## src/rtl/core/nfp_pkg.sv

```systemverilog
`timescale 1ns / 1ps
// ----------------------------------------------------------------------------
// nfp_pkg - shared types and arithmetic for the Newton fractal pixel
// Q8.56 constants, saturating add and subtract, sign and magnitude helpers
// and the outcome codes.
// ----------------------------------------------------------------------------
package nfp_pkg;

  localparam int unsigned QW = 64;

  localparam logic signed [QW-1:0] QMAX     = 64'sh7FFF_FFFF_FFFF_FFFF;
  localparam logic signed [QW-1:0] QMIN     = 64'sh8000_0000_0000_0000;
  localparam logic signed [QW-1:0] QONE     = 64'sh0100_0000_0000_0000;
  localparam logic signed [QW-1:0] QHALF    = 64'sh0080_0000_0000_0000;
  localparam logic signed [QW-1:0] QFOUR    = 64'sh0400_0000_0000_0000;
  localparam logic signed [QW-1:0] ROOT_IM  = 64'sd62403706972431696;
  localparam logic signed [QW-1:0] CONV_MAX = 64'sd720575940;

  localparam logic [15:0] MAX_ITER_RST = 16'd64;

  typedef enum logic [1:0] {
    OUT_CONV  = 2'd0,
    OUT_ESC   = 2'd1,
    OUT_LIMIT = 2'd2,
    OUT_ZDER  = 2'd3
  } nfp_outcome_e;

  // one queued start point, widened to Q8.56
  typedef struct packed {
    logic signed [QW-1:0] re;
    logic signed [QW-1:0] im;
  } nfp_point_t;

  // one finished pixel
  typedef struct packed {
    nfp_outcome_e outcome;
    logic [1:0]   root;
    logic [3:0]   palette;
    logic [15:0]  iter;
  } nfp_result_t;

  function automatic logic signed [QW-1:0] sadd(input logic signed [QW-1:0] a,
                                                 input logic signed [QW-1:0] b);
    logic signed [QW-1:0] s;
    s = a + b;
    if (!a[QW-1] && !b[QW-1] && s[QW-1]) return QMAX;
    if (a[QW-1] && b[QW-1] && !s[QW-1]) return QMIN;
    return s;
  endfunction

  function automatic logic signed [QW-1:0] ssub(input logic signed [QW-1:0] a,
                                                 input logic signed [QW-1:0] b);
    logic signed [QW-1:0] s;
    s = a - b;
    if (!a[QW-1] && b[QW-1] && s[QW-1]) return QMAX;
    if (a[QW-1] && !b[QW-1] && !s[QW-1]) return QMIN;
    return s;
  endfunction

  function automatic logic [QW-1:0] mag(input logic signed [QW-1:0] a);
    logic [QW-1:0] u;
    u = a;
    return a[QW-1] ? (~u + 64'd1) : u;
  endfunction

  // signed value from sign and magnitude, saturated
  function automatic logic signed [QW-1:0] from_mag(input logic neg,
                                                     input logic [QW-1:0] m,
                                                     input logic ovf);
    logic [QW-1:0] n;
    n = ~m + 64'd1;
    if (!neg) return (ovf || m[QW-1]) ? QMAX : signed'(m);
    if (ovf || (m > 64'h8000_0000_0000_0000)) return QMIN;
    return signed'(n);
  endfunction

  function automatic logic signed [QW-1:0] root_re(input logic [1:0] r);
    case (r)
      2'd0:    return QONE;
      default: return -QHALF;
    endcase
  endfunction

  function automatic logic signed [QW-1:0] root_im(input logic [1:0] r);
    case (r)
      2'd1:    return ROOT_IM;
      2'd2:    return -ROOT_IM;
      default: return '0;
    endcase
  endfunction

endpackage

```

## src/rtl/core/nfp_front.sv

```systemverilog
`timescale 1ns / 1ps
// ----------------------------------------------------------------------------
// nfp_front - command intake
// Takes start points, widens Q4.28 to Q8.56 and holds them in a two-word
// queue until the back end picks them up.
// ----------------------------------------------------------------------------
module nfp_front import nfp_pkg::*; (
  input  logic               clk_i,
  input  logic               rst_ni,
  input  logic               start,
  output logic               busy,
  input  logic signed [31:0] start_real_i,
  input  logic signed [31:0] start_imag_i,
  output logic               pt_valid_o,
  input  logic               pt_take_i,
  output nfp_point_t         pt_o
);

  nfp_point_t mem_q [2];
  logic       wr_ptr_q, rd_ptr_q;
  logic [1:0] cnt_q;
  logic       push, pop;

  assign busy       = (cnt_q == 2'd2);
  assign push       = start && !busy;
  assign pt_valid_o = (cnt_q != 2'd0);
  assign pop        = pt_take_i && pt_valid_o;
  assign pt_o       = mem_q[rd_ptr_q];

  // pointers and fill count
  always_ff @(posedge clk_i or negedge rst_ni) begin
    if (!rst_ni) begin
      wr_ptr_q <= 1'b0;
      rd_ptr_q <= 1'b0;
      cnt_q    <= 2'd0;
    end else begin
      if (push) wr_ptr_q <= ~wr_ptr_q;
      if (pop)  rd_ptr_q <= ~rd_ptr_q;
      case ({push, pop})
        2'b10:   cnt_q <= cnt_q + 2'd1;
        2'b01:   cnt_q <= cnt_q - 2'd1;
        default: cnt_q <= cnt_q;
      endcase
    end
  end

  // queue storage, widened on entry
  always_ff @(posedge clk_i) begin
    if (push) begin
      mem_q[wr_ptr_q].re <= {{4{start_real_i[31]}}, start_real_i, 28'd0};
      mem_q[wr_ptr_q].im <= {{4{start_imag_i[31]}}, start_imag_i, 28'd0};
    end
  end

endmodule

```

## config.mk

```make
export PLATFORM = sky130hd
export DESIGN_NAME = nfp_front
export DESIGN_NICKNAME = d
export VERILOG_FILES = /design/src/rtl/core/nfp_pkg.sv /design/src/rtl/core/nfp_front.sv
export SDC_FILE = /design/constraint.sdc
export NUM_CORES = 1
export LEC_CHECK = 0
export ABC_CLOCK_PERIOD_IN_PS = 5100
export BUFFER_PORTS_ARGS = -buffer_cell sky130_fd_sc_hd__buf_2
export CAP_MARGIN = 20
export CORE_UTILIZATION = 30
export DETAILED_ROUTE_END_ITERATION = 8
export SLEW_MARGIN = 40
export SYNTH_ARGS = -nofsm -noshare
export SYNTH_HDL_FRONTEND = slang
export SYNTH_SLANG_ARGS = --single-unit
```

## constraint.sdc

```tcl
create_clock -name clk_i -period 5.1 [get_ports clk_i]
set_input_delay 1.02 -clock clk_i [delete_from_list [all_inputs] [get_ports clk_i]]
set_output_delay 1.02 -clock clk_i [all_outputs]
set_load 0.01 [all_outputs]
```

==> impl_metrics.xml, run 1 <==
<?xml version="1.0" encoding="UTF-8"?>
<metrics>
  <group name="floorplanning">
    <metric name="floorplan.rows" unit="">49</metric>
    <metric name="chipWidth" unit="um">137</metric>
    <metric name="num_io_pins" unit="">198</metric>
    <metric name="die-area" unit="mm2">0.0189</metric>
    <metric name="core_footprint" unit="mm2">0.0180</metric>
    <metric name="dieHeight" unit="um">137</metric>
    <metric name="floorplan.initialDensity" unit="%">30.7</metric>
  </group>
  <group name="global_routing">
    <metric name="grt_pass1_vias" unit="">2650</metric>
    <metric name="groute.usage.overall" unit="%">10.2</metric>
    <metric name="antenna_violations_before_repair" unit="">0</metric>
    <metric name="grt_pass1_wl" unit="mm">13.7</metric>
    <metric name="grt_overflow_total" unit="">0</metric>
    <metric name="grt_max_degree" unit="">34</metric>
  </group>
  <group name="sta">
    <metric name="timing.fmax" unit="MHz">304</metric>
    <metric name="skew" unit="ns">0.00718</metric>
    <metric name="period_needed" unit="ns">3.29</metric>
    <metric name="final.hold.worst_slack" unit="ns">0.409</metric>
    <metric name="setup_total_negative_slack" unit="ns">0</metric>
    <metric name="timing_max_transition_violations_final" unit="">0</metric>
    <metric name="grt_setup_unrepaired" unit="">no</metric>
    <metric name="final-hold-violation-count" unit="">0</metric>
    <metric name="setup_viol" unit="">0</metric>
    <metric name="worst_slew_pin_slew" unit="ns">0.602</metric>
    <metric name="final.period_utilization" unit="%">64.5</metric>
    <metric name="worst_slew_margin_rel" unit="%">59.7</metric>
  </group>
  <group name="worst_setup_path">
    <metric name="worstPathArrival" unit="ns">2.27</metric>
    <metric name="worstSetupEndpointType" unit="">primary output</metric>
    <metric name="timing.critical_path.from_type" unit="">flip-flop</metric>
    <metric name="worst_ep_required_time" unit="ns">4.08</metric>
    <metric name="slowest_stage_cell_crit_path" unit="">sky130_fd_sc_hd__dfrtp_4</metric>
    <metric name="ff2ff_path_depth" unit="">4</metric>
    <metric name="worst-r2r-setup-slack" unit="ns">3.03</metric>
    <metric name="cp.buffers_inverters" unit="">3</metric>
    <metric name="crit_path_max_incr_delay" unit="ns">0.71</metric>
    <metric name="crit_end" unit="">pt_o[123]</metric>
    <metric name="worst_r2r_startpoint" unit="">cnt_q[0]</metric>
    <metric name="critical_path_cell_count" unit="">4</metric>
    <metric name="critPathTopFamily" unit="">buffers and inverters</metric>
    <metric name="crit_fanout" unit="">29</metric>
    <metric name="rr_endpoint" unit="">mem_q[0][35]</metric>
    <metric name="startpoint" unit="">rd_ptr_q</metric>
    <metric name="critical_path.cell_chain" unit="">buf_12 -&gt; buf_4 -&gt; mux2_4 -&gt; buf_2</metric>
    <metric name="path_class" unit="">flip-flop to primary output</metric>
  </group>
  <group name="synthesis">
    <metric name="yosysWarningCount" unit="">0</metric>
    <metric name="synth_top_cell_by_area" unit="">sky130_fd_sc_hd__edfxtp_1</metric>
    <metric name="netlist_instances" unit="">282</metric>
    <metric name="post_synthesis_instance_area" unit="mm2">0.00551</metric>
    <metric name="synth-seq-cells" unit="">132</metric>
    <metric name="synth_cell_types" unit="">18</metric>
    <metric name="postSynthAreaPerCell" unit="um2">19.5</metric>
    <metric name="synth_sequential_area_ratio" unit="%">71.6</metric>
    <metric name="post_synth_main_area_contributors" unit="">sky130_fd_sc_hd__edfxtp_1, sky130_fd_sc_hd__mux2_4, sky130_fd_sc_hd__buf_4, sky130_fd_sc_hd__mux2_2, sky130_fd_sc_hd__dfrtp_1</metric>
    <metric name="yosys.area.top_type_share" unit="%">69.8</metric>
  </group>
  <group name="clock_tree">
    <metric name="clkSlewWorstSetupHoldPaths" unit="ns">0.06</metric>
    <metric name="cts_inserted_buffers" unit="">17</metric>
    <metric name="postCtsSetupBuffers" unit="">0</metric>
    <metric name="holdBufCountCts" unit="">0</metric>
    <metric name="clock_sink_count" unit="">132</metric>
    <metric name="clock_latency" unit="ns">0.41</metric>
    <metric name="cts-resized-gates" unit="">0</metric>
    <metric name="cts_buffer_depth" unit="">2</metric>
    <metric name="cts_tree" unit="">done</metric>
    <metric name="htree_num_levels" unit="">4</metric>
    <metric name="clock_tree.root_cell" unit="">sky130_fd_sc_hd__clkbuf_16</metric>
  </group>
  <group name="detailed_routing">
    <metric name="first_iter_violations" unit="">51</metric>
    <metric name="antenna_left" unit="">0</metric>
    <metric name="via_per_inst" unit="">3.93</metric>
    <metric name="detailed_route_via_count" unit="">2644</metric>
    <metric name="detail_route.first_pass.iterations" unit="">4</metric>
    <metric name="drcViolationCount" unit="">0</metric>
    <metric name="detail_route.wl_per_cell" unit="um">13.7</metric>
    <metric name="finalWirelength" unit="mm">9.25</metric>
  </group>
  <group name="placed_design">
    <metric name="port-buffer-count" unit="">141</metric>
    <metric name="hpwl" unit="mm">6.37</metric>
    <metric name="dpl.cell_count" unit="">641</metric>
    <metric name="place_congestion" unit="">0.644</metric>
  </group>
  <group name="power">
    <metric name="power.density_cell_area" unit="mW/mm2">578</metric>
    <metric name="power.total" unit="mW">3.92</metric>
    <metric name="ir_worst_vdd" unit="mV">0.230</metric>
    <metric name="cellLeakagePower" unit="nW">2.79</metric>
  </group>
  <group name="worst_hold_path">
    <metric name="hold_path.class" unit="">input pin to asynchronous set/reset pin</metric>
  </group>
  <group name="finish">
    <metric name="multi_input_gate_area" unit="mm2">0.00123</metric>
    <metric name="sequential_cell_area" unit="mm2">0.00395</metric>
    <metric name="drive_above_1_share" unit="%">53.8</metric>
    <metric name="area_delta_synth_final" unit="%">23.2</metric>
    <metric name="filler_free_cell_count_of_the_finished_design" unit="">673</metric>
    <metric name="final.fill_count" unit="">1709</metric>
    <metric name="nNetsFinal" unit="">500</metric>
    <metric name="final_antenna_diode_count" unit="">0</metric>
  </group>
  <group name="run_status">
    <metric name="run_status" unit="">finished, final reports clean</metric>
  </group>
  <group name="job">
    <metric name="maxCapViolations" unit="">0</metric>
  </group>
</metrics>
## state kept, by name, summed over array words and instances (netlist names)
signal / flops
cnt_q: 2
mem_q: 128
rd_ptr_q: 1
wr_ptr_q: 1
## final cells by class
| cell class | instances | share of cell area, % |
|---|---|---|
| inverters | 1 | 0.0553 |
| clock inverters | 11 | 1.64 |
| repair buffers | 146 | 11.3 |
| multi-input cells | 133 | 18.1 |
| well taps | 229 | 4.22 |
| clock buffers | 21 | 6.49 |
| flip-flops and latches | 132 | 58.2 |
## cells in the mapped netlist
| master | number |
|---|---|
| sky130_fd_sc_hd__edfxtp_1 | 128 |
| sky130_fd_sc_hd__xor2_1 | 2 |
| sky130_fd_sc_hd__ha_1 | 1 |
| sky130_fd_sc_hd__mux2_4 | 50 |
| sky130_fd_sc_hd__xnor2_1 | 3 |
| sky130_fd_sc_hd__nand2b_1 | 1 |
| sky130_fd_sc_hd__buf_2 | 1 |
| sky130_fd_sc_hd__nand2_1 | 1 |
| sky130_fd_sc_hd__and2_4 | 1 |
| sky130_fd_sc_hd__buf_6 | 6 |
| sky130_fd_sc_hd__mux2_2 | 14 |
| sky130_fd_sc_hd__buf_4 | 64 |
| sky130_fd_sc_hd__conb_1 | 1 |
| sky130_fd_sc_hd__and3_1 | 1 |
| sky130_fd_sc_hd__nor2_1 | 2 |
| sky130_fd_sc_hd__or2_1 | 1 |
| sky130_fd_sc_hd__dfrtp_1 | 4 |
| sky130_fd_sc_hd__inv_1 | 1 |
## placed cells by master, fill, tap and decap left out
cell,count
sky130_fd_sc_hd__mux2_2,14
sky130_fd_sc_hd__inv_1,1
sky130_fd_sc_hd__and3_4,1
sky130_fd_sc_hd__nor2_4,1
sky130_fd_sc_hd__clkbuf_1,4
sky130_fd_sc_hd__xnor2_1,3
sky130_fd_sc_hd__clkinvlp_4,1
sky130_fd_sc_hd__mux2_4,50
sky130_fd_sc_hd__nand2_1,1
sky130_fd_sc_hd__nand2b_1,1
sky130_fd_sc_hd__conb_1,56
sky130_fd_sc_hd__dfrtp_4,1
sky130_fd_sc_hd__edfxtp_1,128
sky130_fd_sc_hd__clkinv_2,3
sky130_fd_sc_hd__ha_1,1
sky130_fd_sc_hd__buf_2,141
sky130_fd_sc_hd__and2_4,1
sky130_fd_sc_hd__clkinv_1,3
sky130_fd_sc_hd__buf_4,3
sky130_fd_sc_hd__xor2_1,2
sky130_fd_sc_hd__bufinv_16,2
sky130_fd_sc_hd__clkbuf_16,17
sky130_fd_sc_hd__clkinv_4,2
sky130_fd_sc_hd__or2_1,1
sky130_fd_sc_hd__dfrtp_1,3
sky130_fd_sc_hd__nor2_1,1
sky130_fd_sc_hd__buf_12,2
## cells by family (layout without fill, tap and decap cells)
kind of cell | count (synthesis) | count (layout) | share of synthesized area [%]
AND/OR/NAND/NOR | 7 | 7 | 0.704
multiplexers | 64 | 64 | 16.5
adder cells (fa/ha/maj) | 1 | 1 | 0.227
flip-flops | 132 | 132 | 71.6
XOR/XNOR | 5 | 5 | 0.795
buffers and inverters | 72 | 179 | 10.1
other | 1 | 56 | 0.0681
## how the worst min path moves through the flow
stage / slack (ns) / end / from
after floorplan: 0.46 / cnt_q[1] / cnt_q[1]
after global placement: 0.48 / cnt_q[1] / cnt_q[1]
after detailed placement: 0.49 / cnt_q[1] / cnt_q[1]
after CTS: 0.38 / cnt_q[1] / rst_ni
after global routing: 0.38 / cnt_q[0] / rst_ni
final: 0.41 / cnt_q[0] / rst_ni
## where the power goes
group	switching [mW]	internal (mW)
clock	0.418	0.712
sequential	0.112	1.49
combinational	0.586	0.608
total	1.12	2.81
## stage by stage
stage / cell area (um2) / worst slack, ns / util, %
final: 6780 / 1.81 / 37.8
after floorplan: 5710 / 0.824 / -
after detailed placement: 6230 / 2.20 / 34.7
after global placement: 6190 / 2.10 / 34.5
after global routing: 6780 / 1.69 / 37.8
after CTS: 6780 / 1.75 / 37.8
## routing by layer
layer  wire [um]  vias up  share of wire (%)  track usage, %
met1        3600     1278                 39            10.8
li1            -     1226                  -               -
met4         146        0                1.6            5.13
met3         684       14                7.4            4.67
met5           0        -                  0               0
met2        4820      126                 52            17.0
Note: power is estimated with default switching activity, not from simulation.
==> run 2: changes to the inputs <==
--- a/config.mk
+++ b/config.mk
@@ -5,7 +5,8 @@
 export SDC_FILE = /design/constraint.sdc
 export NUM_CORES = 1
 export LEC_CHECK = 0
-export ABC_CLOCK_PERIOD_IN_PS = 5100
+export ABC_AREA = 1
+export ABC_CLOCK_PERIOD_IN_PS = 3400
 export BUFFER_PORTS_ARGS = -buffer_cell sky130_fd_sc_hd__buf_2
 export CAP_MARGIN = 20
 export CORE_UTILIZATION = 30
==> constraint.sdc (replaced) <==
create_clock -name clk_i -period 3.4 [get_ports clk_i]
set_input_delay 0.68 -clock clk_i [delete_from_list [all_inputs] [get_ports clk_i]]
set_output_delay 0.68 -clock clk_i [all_outputs]
set_load 0.01 [all_outputs]
==> impl_metrics.xml, run 2 <==
<?xml version="1.0" encoding="UTF-8"?>
<metrics>
  <group name="floorplanning">
    <metric name="core_footprint" unit="mm2">0.0174</metric>
    <metric name="die-area" unit="mm2">0.0184</metric>
    <metric name="dieHeight" unit="um">136</metric>
    <metric name="floorplan.initialDensity" unit="%">30.9</metric>
    <metric name="num_io_pins" unit="">198</metric>
    <metric name="floorplan.rows" unit="">48</metric>
    <metric name="chipWidth" unit="um">136</metric>
  </group>
  <group name="detailed_routing">
    <metric name="drcViolationCount" unit="">0</metric>
    <metric name="detail_route.wl_per_cell" unit="um">12.1</metric>
    <metric name="detail_route.first_pass.iterations" unit="">4</metric>
    <metric name="via_per_inst" unit="">4.01</metric>
    <metric name="first_iter_violations" unit="">121</metric>
    <metric name="finalWirelength" unit="mm">9.72</metric>
    <metric name="detailed_route_via_count" unit="">3233</metric>
    <metric name="antenna_left" unit="">0</metric>
  </group>
  <group name="power">
    <metric name="pwr-share-clk" unit="%">28.6</metric>
    <metric name="power.density_cell_area" unit="mW/mm2">872</metric>
    <metric name="switchingPower" unit="mW">1.88</metric>
    <metric name="power.total" unit="mW">5.74</metric>
    <metric name="cellLeakagePower" unit="nW">2.94</metric>
    <metric name="seq_power_share" unit="%">40.3</metric>
    <metric name="power_report.internal_total" unit="mW">3.86</metric>
    <metric name="power_share_of_the_combinational_group" unit="%">31.2</metric>
    <metric name="switching_fraction_of_total_power" unit="%">32.7</metric>
    <metric name="ir_worst_vdd" unit="mV">0.378</metric>
  </group>
  <group name="finish">
    <metric name="area_delta_synth_final" unit="%">22.6</metric>
    <metric name="most-common-layout-cells" unit="">sky130_fd_sc_hd__nand2_1, sky130_fd_sc_hd__buf_2, sky130_fd_sc_hd__edfxtp_1</metric>
    <metric name="commonest_non_fill_non_tap_cell_in_the_layout" unit="">sky130_fd_sc_hd__nand2_1</metric>
    <metric name="final.fill_count" unit="">1691</metric>
    <metric name="largest_register_ff_count" unit="">128</metric>
    <metric name="final_antenna_diode_count" unit="">0</metric>
    <metric name="nNetsFinal" unit="">641</metric>
    <metric name="top_register" unit="">mem_q</metric>
    <metric name="reg_top3" unit="">mem_q x128, cnt_q x2</metric>
    <metric name="drive_above_1_share" unit="%">29.6</metric>
  </group>
  <group name="synthesis">
    <metric name="ys_async_sr_fraction" unit="%">3.03</metric>
    <metric name="synth-seq-cells" unit="">132</metric>
    <metric name="netlist_instances" unit="">431</metric>
    <metric name="post_synth_main_area_contributors" unit="">sky130_fd_sc_hd__edfxtp_1, sky130_fd_sc_hd__nand2_1, sky130_fd_sc_hd__buf_4, sky130_fd_sc_hd__dfrtp_1, sky130_fd_sc_hd__buf_2</metric>
    <metric name="synth-edff-count" unit="">128</metric>
    <metric name="synth_cell_types" unit="">14</metric>
    <metric name="synth_sequential_area_ratio" unit="%">73.5</metric>
    <metric name="synth_ff_type" unit="">sky130_fd_sc_hd__edfxtp_1</metric>
    <metric name="post_synthesis_instance_area" unit="mm2">0.00537</metric>
    <metric name="synth_most_common_cell" unit="">sky130_fd_sc_hd__nand2_1</metric>
    <metric name="postSynthAreaPerCell" unit="um2">12.4</metric>
    <metric name="yosys.area.top_type_share" unit="%">71.6</metric>
    <metric name="yosysWarningCount" unit="">0</metric>
    <metric name="synth_top_cell_by_area" unit="">sky130_fd_sc_hd__edfxtp_1</metric>
    <metric name="synthTopCellsByCount" unit="">sky130_fd_sc_hd__nand2_1, sky130_fd_sc_hd__edfxtp_1, sky130_fd_sc_hd__buf_4</metric>
  </group>
  <group name="sta">
    <metric name="timing_max_transition_violations_final" unit="">0</metric>
    <metric name="grt_setup_unrepaired" unit="">no</metric>
    <metric name="setup_total_negative_slack" unit="ns">0</metric>
    <metric name="period_needed" unit="ns">2.49</metric>
    <metric name="worst_slew_pin_slew" unit="ns">0.704</metric>
    <metric name="worst_slew_margin_rel" unit="%">53.0</metric>
    <metric name="final.period_utilization" unit="%">73.2</metric>
    <metric name="skew" unit="ns">0.0107</metric>
    <metric name="timing.fmax" unit="MHz">402</metric>
    <metric name="final-hold-violation-count" unit="">0</metric>
    <metric name="setup_viol" unit="">0</metric>
  </group>
  <group name="worst_setup_path">
    <metric name="worstPathArrival" unit="ns">1.81</metric>
    <metric name="worstSetupEndpointType" unit="">primary output</metric>
    <metric name="crit_fanout" unit="">38</metric>
    <metric name="worst_ep_required_time" unit="ns">2.72</metric>
    <metric name="timing.critical_path.from_type" unit="">flip-flop</metric>
    <metric name="path_class" unit="">flip-flop to primary output</metric>
  </group>
  <group name="placed_design">
    <metric name="port-buffer-count" unit="">141</metric>
    <metric name="hpwl" unit="mm">6.23</metric>
    <metric name="place_congestion" unit="">0.699</metric>
  </group>
  <group name="global_routing">
    <metric name="grt_max_degree" unit="">66</metric>
    <metric name="grt_overflow_total" unit="">0</metric>
    <metric name="groute.usage.overall" unit="%">11.2</metric>
    <metric name="grt_pass1_wl" unit="mm">15.1</metric>
    <metric name="grt_pass1_vias" unit="">3135</metric>
    <metric name="antenna_violations_before_repair" unit="">0</metric>
  </group>
  <group name="worst_hold_path">
    <metric name="hold_path.class" unit="">input pin to asynchronous set/reset pin</metric>
  </group>
  <group name="clock_tree">
    <metric name="clock_sink_count" unit="">132</metric>
    <metric name="htree_num_levels" unit="">4</metric>
    <metric name="cts-resized-gates" unit="">0</metric>
    <metric name="holdBufCountCts" unit="">0</metric>
    <metric name="clock_latency" unit="ns">0.40</metric>
    <metric name="cts_buffer_depth" unit="">2</metric>
    <metric name="clkSlewWorstSetupHoldPaths" unit="ns">0.05</metric>
    <metric name="cts_inserted_buffers" unit="">17</metric>
    <metric name="postCtsSetupBuffers" unit="">0</metric>
    <metric name="clock_tree.root_cell" unit="">sky130_fd_sc_hd__clkbuf_16</metric>
    <metric name="cts_tree" unit="">done</metric>
  </group>
  <group name="run_status">
    <metric name="run_status" unit="">finished, final reports clean</metric>
  </group>
  <group name="job">
    <metric name="maxCapViolations" unit="">0</metric>
  </group>
</metrics>
-- run 2: cell types whose count changed after synthesis, moves of 2 or more --
cell / delta
sky130_fd_sc_hd__mux2_4: -50
sky130_fd_sc_hd__buf_4: +8
sky130_fd_sc_hd__xor2_1: -2
sky130_fd_sc_hd__nand2_1: +201
sky130_fd_sc_hd__buf_6: -6
sky130_fd_sc_hd__mux2_2: -14
sky130_fd_sc_hd__xnor2_1: -2
sky130_fd_sc_hd__nand3_1: +3
sky130_fd_sc_hd__buf_2: +5
sky130_fd_sc_hd__inv_1: +7
-- run 2: area by class of cell --
type / count / area (um2) / share of cell area [%]
flip-flops and latches: 132 / 3950 / 60.0
multi-input cells: 267 / 1030 / 15.7
repair buffers: 145 / 764 / 11.6
clock buffers: 19 / 433 / 6.58
well taps: 225 / 282 / 4.28
clock inverters: 9 / 91.3 / 1.39
inverters: 9 / 33.8 / 0.513
-- run 2: kinds of logic after synthesis --
family / Yosys count / synth area share (%)
XOR/XNOR: 1 / 0.163
adder cells (fa/ha/maj): 1 / 0.233
AO/OA/AOI/OAI: 1 / 0.0932
flip-flops: 132 / 73.5
other: 1 / 0.0699
buffers and inverters: 87 / 11.3
AND/OR/NAND/NOR: 208 / 14.7
-- run 2: metal layers --
layer | share of wire, % | up-vias | track usage [%]
li1 | - | 1583 | -
met5 | 0 | - | 0
met4 | 0.94 | 0 | 4.12
met1 | 40 | 1484 | 12.2
met3 | 7.9 | 6 | 4.86
met2 | 51 | 160 | 19.2
-- run 2: power by group through the flow --
stage / Sequential, mW / Combinational (mW) / Clock, mW
after detailed placement: 2.34 / 1.84 / 0
final: 2.31 / 1.79 / 1.64
after global placement: 2.33 / 1.82 / 0
after global routing: 2.34 / 2.03 / 1.76
after floorplan: 2.34 / 1.22 / 0
after CTS: 2.31 / 1.84 / 1.69
-- run 2: metrics by stage --
stage	util, %	worst slack [ns]	instances	hold slack (ns)	area, um2
2_1_floorplan	-	0.528	486	0.384	5570
3_3_place_gp	34.9	1.30	778	0.457	6050
3_5_place_dp	34.9	1.27	778	0.481	6050
4_1_cts	37.9	0.851	806	0.0468	6580
5_1_grt	37.9	0.735	806	0.0543	6580
6_report	37.9	0.913	806	0.0707	6580
-- run 2: final timing paths --
path	from	end	slack [ns]	cells past startpoint
min in group clk_i	start_real_i[5]	mem_q[0][41]	0.46	1
max reg2reg	cnt_q[1]	mem_q[0][62]	1.53	6
min reg2reg	wr_ptr_q	wr_ptr_q	0.50	2
max	rd_ptr_q	pt_o[47]	0.91	5
max in group asynchronous	rst_ni	rd_ptr_q	3.20	1
min	rst_ni	wr_ptr_q	0.07	1
-- run 2: critical path: stages (launching register included) --
cell	delay [ns]
sky130_fd_sc_hd__dfrtp_2	0.40
sky130_fd_sc_hd__inv_2	0.40
sky130_fd_sc_hd__buf_12	0.27
sky130_fd_sc_hd__nand2_1	0.07
sky130_fd_sc_hd__nand2_1	0.08
sky130_fd_sc_hd__buf_2	0.14
==> run 3: changes to the inputs <==
--- a/config.mk
+++ b/config.mk
@@ -5,8 +5,8 @@
 export SDC_FILE = /design/constraint.sdc
 export NUM_CORES = 1
 export LEC_CHECK = 0
-export ABC_AREA = 1
-export ABC_CLOCK_PERIOD_IN_PS = 3400
+export ABC_AREA = 0
+export ABC_CLOCK_PERIOD_IN_PS = 2220
 export BUFFER_PORTS_ARGS = -buffer_cell sky130_fd_sc_hd__buf_2
 export CAP_MARGIN = 20
 export CORE_UTILIZATION = 30
==> constraint.sdc (replaced) <==
create_clock -name clk_i -period 2.22 [get_ports clk_i]
set_input_delay 0.444 -clock clk_i [delete_from_list [all_inputs] [get_ports clk_i]]
set_output_delay 0.444 -clock clk_i [all_outputs]
set_load 0.01 [all_outputs]
==> impl_metrics.xml, run 3 (synthesis results as in run 1) <==
<?xml version="1.0" encoding="UTF-8"?>
<metrics>
  <group name="clock_tree">
    <metric name="clock_sink_count" unit="">132</metric>
    <metric name="clock_tree.root_cell" unit="">sky130_fd_sc_hd__clkbuf_16</metric>
    <metric name="cts_tree" unit="">done</metric>
    <metric name="cts_buffer_depth" unit="">2</metric>
    <metric name="htree_num_levels" unit="">4</metric>
    <metric name="cts_inserted_buffers" unit="">17</metric>
    <metric name="clkSlewWorstSetupHoldPaths" unit="ns">0.06</metric>
    <metric name="cts-resized-gates" unit="">0</metric>
    <metric name="clock_latency" unit="ns">0.41</metric>
  </group>
  <group name="sta">
    <metric name="setup_viol" unit="">0</metric>
    <metric name="skew" unit="ns">0.00573</metric>
    <metric name="final-hold-violation-count" unit="">0</metric>
    <metric name="final.period_utilization" unit="%">93.0</metric>
    <metric name="finalWorstSetupSlack" unit="ns">0.156</metric>
    <metric name="timing.fmax" unit="MHz">485</metric>
    <metric name="period_needed" unit="ns">2.06</metric>
    <metric name="setup_total_negative_slack" unit="ns">0</metric>
    <metric name="grt_setup_unrepaired" unit="">no</metric>
    <metric name="timing_max_transition_violations_final" unit="">0</metric>
  </group>
  <group name="worst_setup_path">
    <metric name="slowest_stage_cell_crit_path" unit="">sky130_fd_sc_hd__dfrtp_4</metric>
    <metric name="path_class" unit="">flip-flop to primary output</metric>
    <metric name="cp.buffers_inverters" unit="">2</metric>
    <metric name="critical_path.cell_chain" unit="">buf_12 -&gt; mux2_4 -&gt; buf_2</metric>
    <metric name="worstPathArrival" unit="ns">1.62</metric>
    <metric name="worstSetupEndpointType" unit="">primary output</metric>
    <metric name="crit_fanout" unit="">22</metric>
    <metric name="worst_ep_required_time" unit="ns">1.78</metric>
    <metric name="crit_path_max_incr_delay" unit="ns">0.53</metric>
    <metric name="timing.critical_path.from_type" unit="">flip-flop</metric>
    <metric name="critPathTopFamily" unit="">flip-flops</metric>
  </group>
  <group name="power">
    <metric name="seq_power_share" unit="%">37.9</metric>
    <metric name="switchingPower" unit="mW">2.68</metric>
    <metric name="cellLeakagePower" unit="nW">2.85</metric>
    <metric name="switching_fraction_of_total_power" unit="%">28.3</metric>
    <metric name="ir_worst_vdd" unit="mV">0.654</metric>
    <metric name="power_report.internal_total" unit="mW">6.79</metric>
    <metric name="power.density_cell_area" unit="mW/mm2">1370</metric>
    <metric name="pwr-share-clk" unit="%">31.1</metric>
    <metric name="power_share_of_the_combinational_group" unit="%">31.0</metric>
  </group>
  <group name="placed_design">
    <metric name="port-buffer-count" unit="">141</metric>
    <metric name="hpwl" unit="mm">6.14</metric>
    <metric name="dp_worst_setup_slack" unit="ns">0.420</metric>
    <metric name="place_congestion" unit="">0.693</metric>
  </group>
  <group name="detailed_routing">
    <metric name="via_per_inst" unit="">3.93</metric>
    <metric name="antenna_left" unit="">0</metric>
    <metric name="detailed_route_via_count" unit="">2658</metric>
    <metric name="first_iter_violations" unit="">110</metric>
    <metric name="finalWirelength" unit="mm">9.26</metric>
    <metric name="detail_route.first_pass.iterations" unit="">6</metric>
    <metric name="drcViolationCount" unit="">0</metric>
    <metric name="detail_route.wl_per_cell" unit="um">13.7</metric>
  </group>
  <group name="global_routing">
    <metric name="groute.usage.overall" unit="%">10.3</metric>
    <metric name="grt_overflow_total" unit="">0</metric>
    <metric name="antenna_violations_before_repair" unit="">1</metric>
    <metric name="grt_max_degree" unit="">65</metric>
    <metric name="grt_pass1_vias" unit="">2763</metric>
    <metric name="grt_pass1_wl" unit="mm">14.0</metric>
  </group>
  <group name="finish">
    <metric name="area_delta_synth_final" unit="%">25.7</metric>
    <metric name="nNetsFinal" unit="">503</metric>
    <metric name="final_antenna_diode_count" unit="">0</metric>
    <metric name="largest_register_ff_count" unit="">128</metric>
    <metric name="top_register" unit="">mem_q</metric>
    <metric name="final.fill_count" unit="">1683</metric>
    <metric name="drive_above_1_share" unit="%">55.0</metric>
    <metric name="sequential_cell_area" unit="mm2">0.00395</metric>
    <metric name="reg_top3" unit="">mem_q x128, cnt_q x2</metric>
    <metric name="multi_input_gate_area" unit="mm2">0.00123</metric>
    <metric name="commonest_non_fill_non_tap_cell_in_the_layout" unit="">sky130_fd_sc_hd__buf_2</metric>
    <metric name="most-common-layout-cells" unit="">sky130_fd_sc_hd__buf_2, sky130_fd_sc_hd__edfxtp_1, sky130_fd_sc_hd__conb_1</metric>
  </group>
  <group name="floorplanning">
    <metric name="num_io_pins" unit="">198</metric>
    <metric name="core_footprint" unit="mm2">0.0180</metric>
    <metric name="die-area" unit="mm2">0.0189</metric>
    <metric name="chipWidth" unit="um">137</metric>
    <metric name="floorplan.initialDensity" unit="%">30.7</metric>
    <metric name="floorplan.rows" unit="">49</metric>
    <metric name="dieHeight" unit="um">137</metric>
  </group>
  <group name="worst_hold_path">
    <metric name="hold_path.class" unit="">input pin to flip-flop</metric>
  </group>
  <group name="job">
    <metric name="maxCapViolations" unit="">0</metric>
  </group>
  <group name="run_status">
    <metric name="run_status" unit="">finished, final reports clean</metric>
  </group>
</metrics>
## run 3: what timing repair did
item,CTS,global route
buffers inserted,2,0
hold buffers,1,0
hold endpoints to repair,4,0
setup endpoints to repair,34,0
## run 3: final timing paths
check	startpoint	to	slack [ns]	cells past startpoint
setup / recovery	rd_ptr_q	pt_o[124]	0.16	3
hold / removal	start_real_i[2]	mem_q[0][38]	0.22	1
max in group asynchronous	rst_ni	rd_ptr_q	1.69	2
min in group asynchronous	rst_ni	cnt_q[1]	0.39	2
hold reg to reg	cnt_q[1]	cnt_q[1]	0.51	1
setup reg to reg	cnt_q[0]	mem_q[0][62]	0.66	4
## run 3: final cells by class
class / count / area share, %
Clock buffer: 17 / 6.15
Multi-Input combinational cell: 133 / 17.7
Timing Repair Buffer: 149 / 12.0
Tap cell: 229 / 4.14
Sequential cell: 132 / 57.0
Inverter: 1 / 0.0542
Clock inverter: 15 / 2.91
## run 3: routing by layer
layer	wire [um]	track usage, %	up-vias
met3	773	4.71	11
met5	0	0	-
li1	-	-	1237
met1	3510	10.5	1285
met2	4830	17.8	125
met4	144	5.13	0
## run 3: power by group through the flow
stage / clock network [mW] / registers, mW / logic, mW
finish: 2.95 / 3.59 / 2.93
global route: 3.14 / 3.64 / 3.20
CTS: 3.04 / 3.60 / 3.01
detailed placement: 0 / 3.70 / 2.92
global placement: 0 / 3.67 / 2.89
floorplan: 0 / 3.58 / 2.17
## run 3: through the flow
stage                     instance area, um2  instances  hold slack, ns  utilization [%]  total power [mW]
after floorplan                         5720        337           0.148                -              5.75
after global placement                  6270        641           0.253             34.9              6.56
after detailed placement                6270        641           0.257             34.9              6.62
after CTS                               6920        676           0.188             38.5              9.65
after global routing                    6920        676           0.188             38.5              9.99
final                                   6920        676           0.216             38.5              9.47
